$ cat config.mk
export PLATFORM = sky130hd
export DESIGN_NAME = arp_cache_table
export DESIGN_NICKNAME = d
export VERILOG_FILES = /design/src/sv/arp_pkg.sv /design/src/sv/arp_cache_table.sv /design/src/sv/arp_front.sv /design/src/sv/arp_back.sv
export SDC_FILE = /design/constraint.sdc
export NUM_CORES = 2
export LEC_CHECK = 0
export ABC_AREA = 1
export CORE_AREA = 2 2 404 406
export CTS_BUF_LIST = sky130_fd_sc_hd__clkbuf_8
export DETAILED_ROUTE_END_ITERATION = 16
export DIE_AREA = 0 0 406 408
export DONT_BUFFER_PORTS = 1
export GPL_TIMING_DRIVEN = 0
export PLACE_DENSITY_LB_ADDON = 0.25
export SLEW_MARGIN = 20
export SYNTH_ARGS = -nofsm -noshare
export SYNTH_HDL_FRONTEND = slang
export SYNTH_SLANG_ARGS = --single-unit
$ cat constraint.sdc
create_clock -name clk -period 10.6 [get_ports clk]
set_clock_uncertainty 0.1 [all_clocks]
set_input_delay 0.53 -clock clk [delete_from_list [all_inputs] [get_ports clk]]
set_output_delay 0.53 -clock clk [all_outputs]
set_load 0.01 [all_outputs]
$ cat src/sv/arp_pkg.sv
// Shared types, sizes and codes for the ARP cache table.
`default_nettype none

package arp_pkg;

  localparam int ENTRIES     = 16;
  localparam int TIME_BITS   = 32;
  localparam int IDX_W       = $clog2(ENTRIES);
  localparam int SLOT_W      = 4;
  // The queue depth must be a power of two so that the pointers wrap naturally.
  localparam int QUEUE_DEPTH = 2;
  localparam int QPTR_W      = (QUEUE_DEPTH > 1) ? $clog2(QUEUE_DEPTH) : 1;
  localparam int QCNT_W      = $clog2(QUEUE_DEPTH + 1);

  typedef logic [IDX_W-1:0]     idx_t;
  typedef logic [TIME_BITS-1:0] time_t;
  typedef logic [SLOT_W-1:0]    slot_t;
  typedef logic [31:0]          ip_t;
  typedef logic [47:0]          mac_t;
  typedef logic [7:0]           tag_t;
  typedef logic [1:0]           entry_state_t;
  typedef logic [QPTR_W-1:0]    qptr_t;
  typedef logic [QCNT_W-1:0]    qcnt_t;

  localparam logic CMD_SET    = 1'b0;
  localparam logic CMD_LOOKUP = 1'b1;

  localparam entry_state_t ST_INVALID = 2'd0;
  localparam entry_state_t ST_PENDING = 2'd1;
  localparam entry_state_t ST_VALID   = 2'd2;

  typedef struct packed {
    logic         command;
    ip_t          ip_addr;
    mac_t         mac_addr;
    entry_state_t new_state;
    logic         has_waiter;
    tag_t         waiter_tag;
  } req_t;

  typedef struct packed {
    logic  hit;
    mac_t  mac_out;
    slot_t slot;
    logic  wake_valid;
    tag_t  wake_tag;
  } rsp_t;

  // A classified item as it waits in the queue for the table engine.
  typedef struct packed {
    logic         is_set;
    logic         resolves;
    ip_t          ip;
    mac_t         mac;
    entry_state_t new_state;
    logic         has_waiter;
    tag_t         waiter;
  } job_t;

endpackage

`default_nettype wire

$ cat src/sv/arp_cache_table.sv
// ARP cache table top level: wires the request queue front end to the table engine.
`default_nettype none

// A 16-entry IPv4-to-MAC table. Request items (set or lookup) enter a two-deep
// queue and the table engine handles one item at a time, each producing exactly one
// result item. A lookup, or a set that finds a free entry or one with the same IP,
// passes through the engine in order: take from the queue, parallel compare over all
// entries, then write-back and result register, which waits while a stalled result
// still holds the register. A set that must evict first walks the stored use times one
// entry per cycle to find the oldest. Requests keep flowing into the queue while the
// engine works, until it is full, and a finished result waits in its register without
// blocking the queue. Entries reset to invalid at once; no clearing pass is needed.
module arp_cache_table (
  input  logic          clk,
  input  logic          rst,
  input  logic          req_valid,
  output logic          req_stall,
  input  arp_pkg::req_t req,
  output logic          rsp_valid,
  input  logic          rsp_stall,
  output arp_pkg::rsp_t rsp
);

  logic          job_valid;
  logic          job_take;
  arp_pkg::job_t job;

  arp_front u_front (
    .clk       (clk),
    .rst       (rst),
    .req_valid (req_valid),
    .req_stall (req_stall),
    .req       (req),
    .job_valid (job_valid),
    .job_take  (job_take),
    .job       (job)
  );

  arp_back u_back (
    .clk       (clk),
    .rst       (rst),
    .job_valid (job_valid),
    .job_take  (job_take),
    .job       (job),
    .rsp_valid (rsp_valid),
    .rsp_stall (rsp_stall),
    .rsp       (rsp)
  );

endmodule

`default_nettype wire

$ cat src/sv/arp_front.sv
// Front end: accepts request items, classifies them and queues them for the table engine.
`default_nettype none

module arp_front (
  input  logic          clk,
  input  logic          rst,
  input  logic          req_valid,
  output logic          req_stall,
  input  arp_pkg::req_t req,
  output logic          job_valid,
  input  logic          job_take,
  output arp_pkg::job_t job
);

  arp_pkg::job_t  fifo [arp_pkg::QUEUE_DEPTH];
  arp_pkg::qptr_t wr_ptr;
  arp_pkg::qptr_t rd_ptr;
  arp_pkg::qcnt_t count;
  arp_pkg::job_t  classified;
  logic           push;
  logic           pop;

  always_comb begin
    classified.is_set     = (req.command == arp_pkg::CMD_SET);
    classified.resolves   = (req.new_state == arp_pkg::ST_VALID);
    classified.ip         = req.ip_addr;
    classified.mac        = req.mac_addr;
    classified.new_state  = req.new_state;
    classified.has_waiter = req.has_waiter;
    classified.waiter     = req.has_waiter ? req.waiter_tag : '0;
  end

  assign req_stall = (count == arp_pkg::qcnt_t'(arp_pkg::QUEUE_DEPTH));
  assign push      = req_valid && !req_stall;
  assign pop       = job_valid && job_take;
  assign job_valid = (count != '0);
  assign job       = fifo[rd_ptr];

  always_ff @(posedge clk) begin
    if (rst) begin
      wr_ptr <= '0;
      rd_ptr <= '0;
      count  <= '0;
    end else begin
      if (push) begin
        wr_ptr <= wr_ptr + 1'b1;
      end
      if (pop) begin
        rd_ptr <= rd_ptr + 1'b1;
      end
      case ({push, pop})
        2'b10:   count <= count + 1'b1;
        2'b01:   count <= count - 1'b1;
        default: count <= count;
      endcase
    end
  end

  always_ff @(posedge clk) begin
    if (push) begin
      fifo[wr_ptr] <= classified;
    end
  end

endmodule

`default_nettype wire

$ cat src/sv/arp_back.sv
// Back end: the entry store, the match and age-scan sequencer and the result register.
`default_nettype none

module arp_back (
  input  logic          clk,
  input  logic          rst,
  input  logic          job_valid,
  output logic          job_take,
  input  arp_pkg::job_t job,
  output logic          rsp_valid,
  input  logic          rsp_stall,
  output arp_pkg::rsp_t rsp
);

  typedef enum logic [3:0] {
    B_IDLE  = 4'b0001,
    B_LOOK  = 4'b0010,
    B_SCAN  = 4'b0100,
    B_WRITE = 4'b1000
  } back_state_t;

  back_state_t state;
  arp_pkg::job_t  cur;
  arp_pkg::time_t use_counter;
  arp_pkg::idx_t  sel;
  logic           found;
  arp_pkg::idx_t  scan_idx;
  arp_pkg::time_t best_age;

  arp_pkg::entry_state_t     slot_state  [arp_pkg::ENTRIES];
  arp_pkg::ip_t              slot_ip     [arp_pkg::ENTRIES];
  arp_pkg::mac_t             slot_mac    [arp_pkg::ENTRIES];
  arp_pkg::time_t            slot_time   [arp_pkg::ENTRIES];
  logic [arp_pkg::ENTRIES-1:0] slot_wpres;
  arp_pkg::tag_t             slot_waiter [arp_pkg::ENTRIES];

  logic [arp_pkg::ENTRIES-1:0] pick_vec;
  arp_pkg::idx_t  first_idx;
  logic           any;
  arp_pkg::time_t scan_age;
  arp_pkg::time_t age0;
  logic           out_free;
  logic           wake;
  arp_pkg::rsp_t  result;

  // A set claims the first free or same-address entry; a lookup wants the first valid match.
  always_comb begin
    for (int i = 0; i < arp_pkg::ENTRIES; i++) begin
      if (cur.is_set) begin
        pick_vec[i] = (slot_state[i] == arp_pkg::ST_INVALID) || (slot_ip[i] == cur.ip);
      end else begin
        pick_vec[i] = (slot_state[i] == arp_pkg::ST_VALID) && (slot_ip[i] == cur.ip);
      end
    end
    first_idx = '0;
    for (int i = arp_pkg::ENTRIES - 1; i >= 0; i--) begin
      if (pick_vec[i]) begin
        first_idx = arp_pkg::idx_t'(i);
      end
    end
  end

  assign any      = |pick_vec;
  assign scan_age = use_counter - slot_time[scan_idx];
  assign age0     = use_counter - slot_time[0];
  assign out_free = !rsp_valid || !rsp_stall;
  assign job_take = (state == B_IDLE) && job_valid;

  assign wake = cur.is_set && (slot_state[sel] == arp_pkg::ST_PENDING) &&
                slot_wpres[sel] && cur.resolves;

  always_comb begin
    result.hit        = cur.is_set || found;
    result.mac_out    = (!cur.is_set && found) ? slot_mac[sel] : '0;
    result.slot       = arp_pkg::slot_t'(sel);
    result.wake_valid = wake;
    result.wake_tag   = wake ? slot_waiter[sel] : '0;
  end

  always_ff @(posedge clk) begin
    if (rst) begin
      state       <= B_IDLE;
      use_counter <= '0;
      rsp_valid   <= 1'b0;
      slot_wpres  <= '0;
      for (int i = 0; i < arp_pkg::ENTRIES; i++) begin
        slot_state[i] <= arp_pkg::ST_INVALID;
      end
    end else begin
      // In the write state a drained result is replaced by the new one below.
      if (rsp_valid && !rsp_stall && (state != B_WRITE)) begin
        rsp_valid <= 1'b0;
      end
      unique case (state)
        B_IDLE: begin
          if (job_valid) begin
            state <= B_LOOK;
            if (job.is_set) begin
              use_counter <= use_counter + 1'b1;
            end
          end
        end
        B_LOOK: begin
          state <= (cur.is_set && !any) ? B_SCAN : B_WRITE;
        end
        B_SCAN: begin
          if (scan_idx == arp_pkg::idx_t'(arp_pkg::ENTRIES - 1)) begin
            state <= B_WRITE;
          end
        end
        B_WRITE: begin
          if (out_free) begin
            rsp_valid <= 1'b1;
            state     <= B_IDLE;
            if (cur.is_set) begin
              slot_state[sel] <= cur.new_state;
              slot_wpres[sel] <= cur.has_waiter;
            end
          end
        end
        default: state <= B_IDLE;
      endcase
    end
  end

  always_ff @(posedge clk) begin
    unique case (state)
      B_IDLE: begin
        if (job_valid) begin
          cur <= job;
        end
      end
      B_LOOK: begin
        sel      <= any ? first_idx : '0;
        found    <= any;
        best_age <= age0;
        scan_idx <= arp_pkg::idx_t'(1);
      end
      B_SCAN: begin
        // Strictly greater keeps the lowest index among equally old entries.
        if (scan_age > best_age) begin
          best_age <= scan_age;
          sel      <= scan_idx;
        end
        scan_idx <= scan_idx + 1'b1;
      end
      B_WRITE: begin
        if (out_free) begin
          rsp <= result;
          if (cur.is_set) begin
            slot_ip[sel]     <= cur.ip;
            slot_mac[sel]    <= cur.mac;
            slot_time[sel]   <= use_counter;
            slot_waiter[sel] <= cur.waiter;
          end
        end
      end
      default: begin
      end
    endcase
  end

endmodule

`default_nettype wire

==> results.txt <==
- The run finished with clean final reports.
- Synth warn: 0
* Number of clock sinks seen by CTS: 2,400
- Setup repair after global routing left no endpoint under its margin.
* Flop pwr share: 54.0%
* Count of hold buffers inserted by post-cts repair: 169
- Routability-driven placement finished with a final weighted congestion of 0.8987.
* Pin count of the biggest net entering global routing: 33
* Critical path required time: 11.24 ns
- Buffers inserted during post-CTS setup optimization: 0
* IR drop worst, VDD: 0.0002480 V
* Transition at the pin with the smallest max-transition slack: 1.306 ns
- Reg2reg path depth: 32
- In this run the most used layer during global routing was met2.
* Met3 Usage GRT: 7.473%
* CP Capture Type: register
- Routed wire length per instance: 28.07 µm
- The floorplan step set the die height to 408 µm.
* Count of buffers from port buffering: 0
- Pwr per Cell Area: 210.0 mW/mm²
* Cell type of the slowest stage on the worst timing path: clkbuf_1
* Fraction of power consumed by the clock network: 30.9%
- Worst reg-to-reg setup slack: 2.26 ns
* Cells taking the most area after synthesis: edfxtp_1 (73%), a22oi_1 (3.5%), xnor2_1 (3.3%)
* Arrival @ worst endpoint: 8.98 ns
* Count of H-tree levels built during CTS: 5
- The worst register-to-register path ends at u_back.best_age[28].
- Post-DR vias/cell: 6.324
- Share of final-layout standard cells stronger than drive strength 1: 11.44%
- Share of total power consumed by net switching: 29.35%
- Global routing consumed, over all layers together, 33.04% of the routing resources.
* Clock-pin transition on the worst setup and hold timing paths: 0.06 ns
- Internal power comes to 16.41 mW.
- Number of CTS-inserted buffers: 377
- The analysis attributes to net switching a power of 6.819 mW.
* Type of element launching the critical path: register
* Number of synthesized flops with an enable pin: 2,334
* Final number of hold-violating endpoints: 0
- The longest clock path from root to sink contains 4 buffers.
* Number of nets at the end of the flow: 7,563
- Global routing used 52.82% of the available met2 tracks.
* Root buffer selected by CTS: clkbuf_8
- Fraction of met1 tracks used by global routing: 42.94%
- CP peak stage delay: 0.65 ns
* Number of antenna violations at the first check in global routing: 20
* Routed WL: 275.6 mm
- The synthesized design spends more area on one cell type than any other, namely edfxtp_1.
* Residual overflow from global routing: 0
* Number of unique standard cell types used by synthesis: 65
- Summing the sequential cell areas from Yosys gives 74.28% of the chip area.
- TritonCTS built the clock tree.
- When the netlist entered floorplanning its net count stood at 6,876.
- In this run the count of I/O pins placed on the die edge is 160.
- Number of global-route vias before repair: 61,090
* Number of setup violations in the final report: 0
- After routing, the total negative slack on setup checks comes to 0 ns.
- Final max-slew violation count: 0
* HPWL after detailed placement: 180.0 mm
* Static leakage: 37.55 nW
* Library cell with the highest instance count after synthesis: edfxtp_1
- Per report_power, the combinational group accounts for 15.1% of the total.
- In this run the worst hold path is classified as input port to register.
* CTS resizes: 0
- From left edge to right edge, the die measures 406 µm.
* Post-synth top flop: edfxtp_1
- Type of the worst setup path: register to register
- Area share of the leading cell type in the synthesized netlist: 72.91%
- Total Die Area: 0.1656 mm²
* Library cell appearing most often on the critical path: nand2_1
- The worst pin sits at a relative slew slack of 12.59%.
* FFs w/ async S/R, synth: 0%
* Iter 0 DRT Violations: 8,750
* Post-synth design cell area: 0.09613 mm²
- Counting every instance in the synthesized netlist gives 6,681.
* Max-cap violation count: 0
- Timing would allow up to 0.1198 GHz.
- The average instance in the mapped netlist occupies 14.39 µm².
- In the synthesized netlist, the cells that appear most often are edfxtp_1 (2,334), nand2_1 (796), a22oi_1 (448).
- In the finished design, the share of the clock period the worst path needs comes to 78.72%.
- Number of detailed-route iterations in the first pass: 6
- After synthesis the netlist holds a flip-flop and latch count of 2,400.
- Total design power: 23.23 mW
- In this run the standard cell core region covers 0.1617 mm².
- Synth-to-layout area growth: 15.08%
- Clock latency at the later pin of the worst-skew pair: 1.07 ns
* Highest fanout seen on the critical path: 32
- Number of nets still failing antenna checks after routing: 0
- The floorplan has 148 rows.
* Critical path endpoint: u_back.best_age[28]
- The first global-routing pass estimated 397.0 mm of wire.
- Once the floorplan was initialized, standard cells occupied 59.47% of the core.
- Via count: 62,090
- The routed design could run at a clock period as short as 8.344 ns.
- After detailed routing, the number of remaining DRC violations is 0.
## cell usage in the layout (no fill, tap or decap), types with 34 or more instances in the layout
| cell | Yosys | final |
|---|---|---|
| edfxtp_1 | 2334 | 2334 |
| nand2_1 | 796 | 795 |
| a22oi_1 | 448 | 448 |
| inv_1 | 308 | 421 |
| nor2_1 | 436 | 418 |
| clkbuf_8 | 0 | 390 |
| o21ai_0 | 366 | 366 |
| xnor2_1 | 365 | 365 |
| clkbuf_1 | 252 | 249 |
| a21oi_1 | 218 | 217 |
| dlygate4sd3_1 | 0 | 169 |
| nand3_1 | 114 | 114 |
| ha_1 | 97 | 97 |
| clkinv_1 | 4 | 95 |
| mux2_2 | 94 | 94 |
| o221ai_1 | 93 | 93 |
| or2_2 | 87 | 87 |
| nand4_1 | 85 | 85 |
| xor2_1 | 70 | 70 |
| buf_16 | 0 | 67 |
| dfxtp_1 | 66 | 66 |
| buf_12 | 0 | 66 |
| o22ai_1 | 55 | 55 |
| o211ai_1 | 45 | 45 |
| nor3_1 | 42 | 42 |
| clkinv_2 | 0 | 34 |
## power by group through the flow
| stage | clock network (mW) | registers [mW] | logic [mW] |
|---|---|---|---|
| floorplan | 0 | 12.2 | 2.18 |
| global placement | 0 | 12.7 | 3.18 |
| detailed placement | 0 | 12.7 | 3.36 |
| CTS | 7.16 | 12.5 | 3.44 |
| global route | 7.57 | 12.6 | 3.73 |
| finish | 7.17 | 12.6 | 3.51 |
## stage by stage
stage          hold WS (ns)  setup slack (ns)  instances  instance area [µm²]  utilization [%]
6_report            0.06666             2.256       9818               110600            68.44
5_1_grt             0.02910             1.788       9813               110600            68.43
4_1_cts            0.003215             2.431       9807               110600            68.42
3_5_place_dp         0.3752             2.456       8995               102300            63.26
3_3_place_gp         0.3363            -9.440       8856                98860            61.15
2_1_floorplan        0.3244           0.08504       6681                96140                -
## registers in the layout, indices dropped and copies added (netlist names), 16 cells and up, named ones only
register and flops:
u_back.slot_waiter 128, u_front.fifo 186, u_back.slot_state 32, u_back.cur 93
u_back.slot_mac 768, u_back.slot_wpres 16, u_back.best_age 32, u_back.use_counter 32
u_back.slot_time 512, u_back.rsp 62, u_back.slot_ip 512
## final cells by class
cell class / instances / area (µm²)
buffer: 327 / 1368
fill: 10550 / 51030
sequential: 2400 / 71410
tap: 2175 / 2721
clock inverter: 253 / 1275
timing repair buffer: 308 / 4928
multi-input combinational: 3638 / 22350
inverter: 316 / 1186
antenna: 11 / 27.53
clock buffer: 390 / 5368
## per-layer routing
layer  vias up  wire (µm)
met1     30280      96520
met3       831      33830
met4         4      14390
met2      4514     130800
met5         -         22
li1      26460          -
## worst min path at each step
stage	endpoint	cells past startpoint	startpoint
2_1_floorplan	u_back.rsp[9]	0	u_back.sel[0]
3_3_place_gp	register	1	u_front.rd_ptr
3_5_place_dp	u_front.count[1]	1	u_front.count[1]
4_1_cts	u_front.fifo[0][67]	1	req[67]
5_1_grt	u_front.fifo[0][59]	1	req[59]
6_report	u_front.fifo[0][57]	1	req[57]
## worst max-delay path: cells and delay by family (launching register included)
family	cells	cell delay, ns
compound gates	13	2.48
fa+ha+maj	2	0.57
buf+inv	5	2.10
flops	1	0.52
simple gates	12	2.20
## cells by family after synthesis
logic type / Yosys count / synth area share (%)
mux: 96 / 1.122
simple gates: 1620 / 7.216
buf+inv: 643 / 2.652
flops: 2400 / 74.28
fa+ha+maj: 99 / 1.304
compound gates: 1388 / 9.463
xor+xnor: 435 / 3.963
Power figures use the tool's default switching activity.
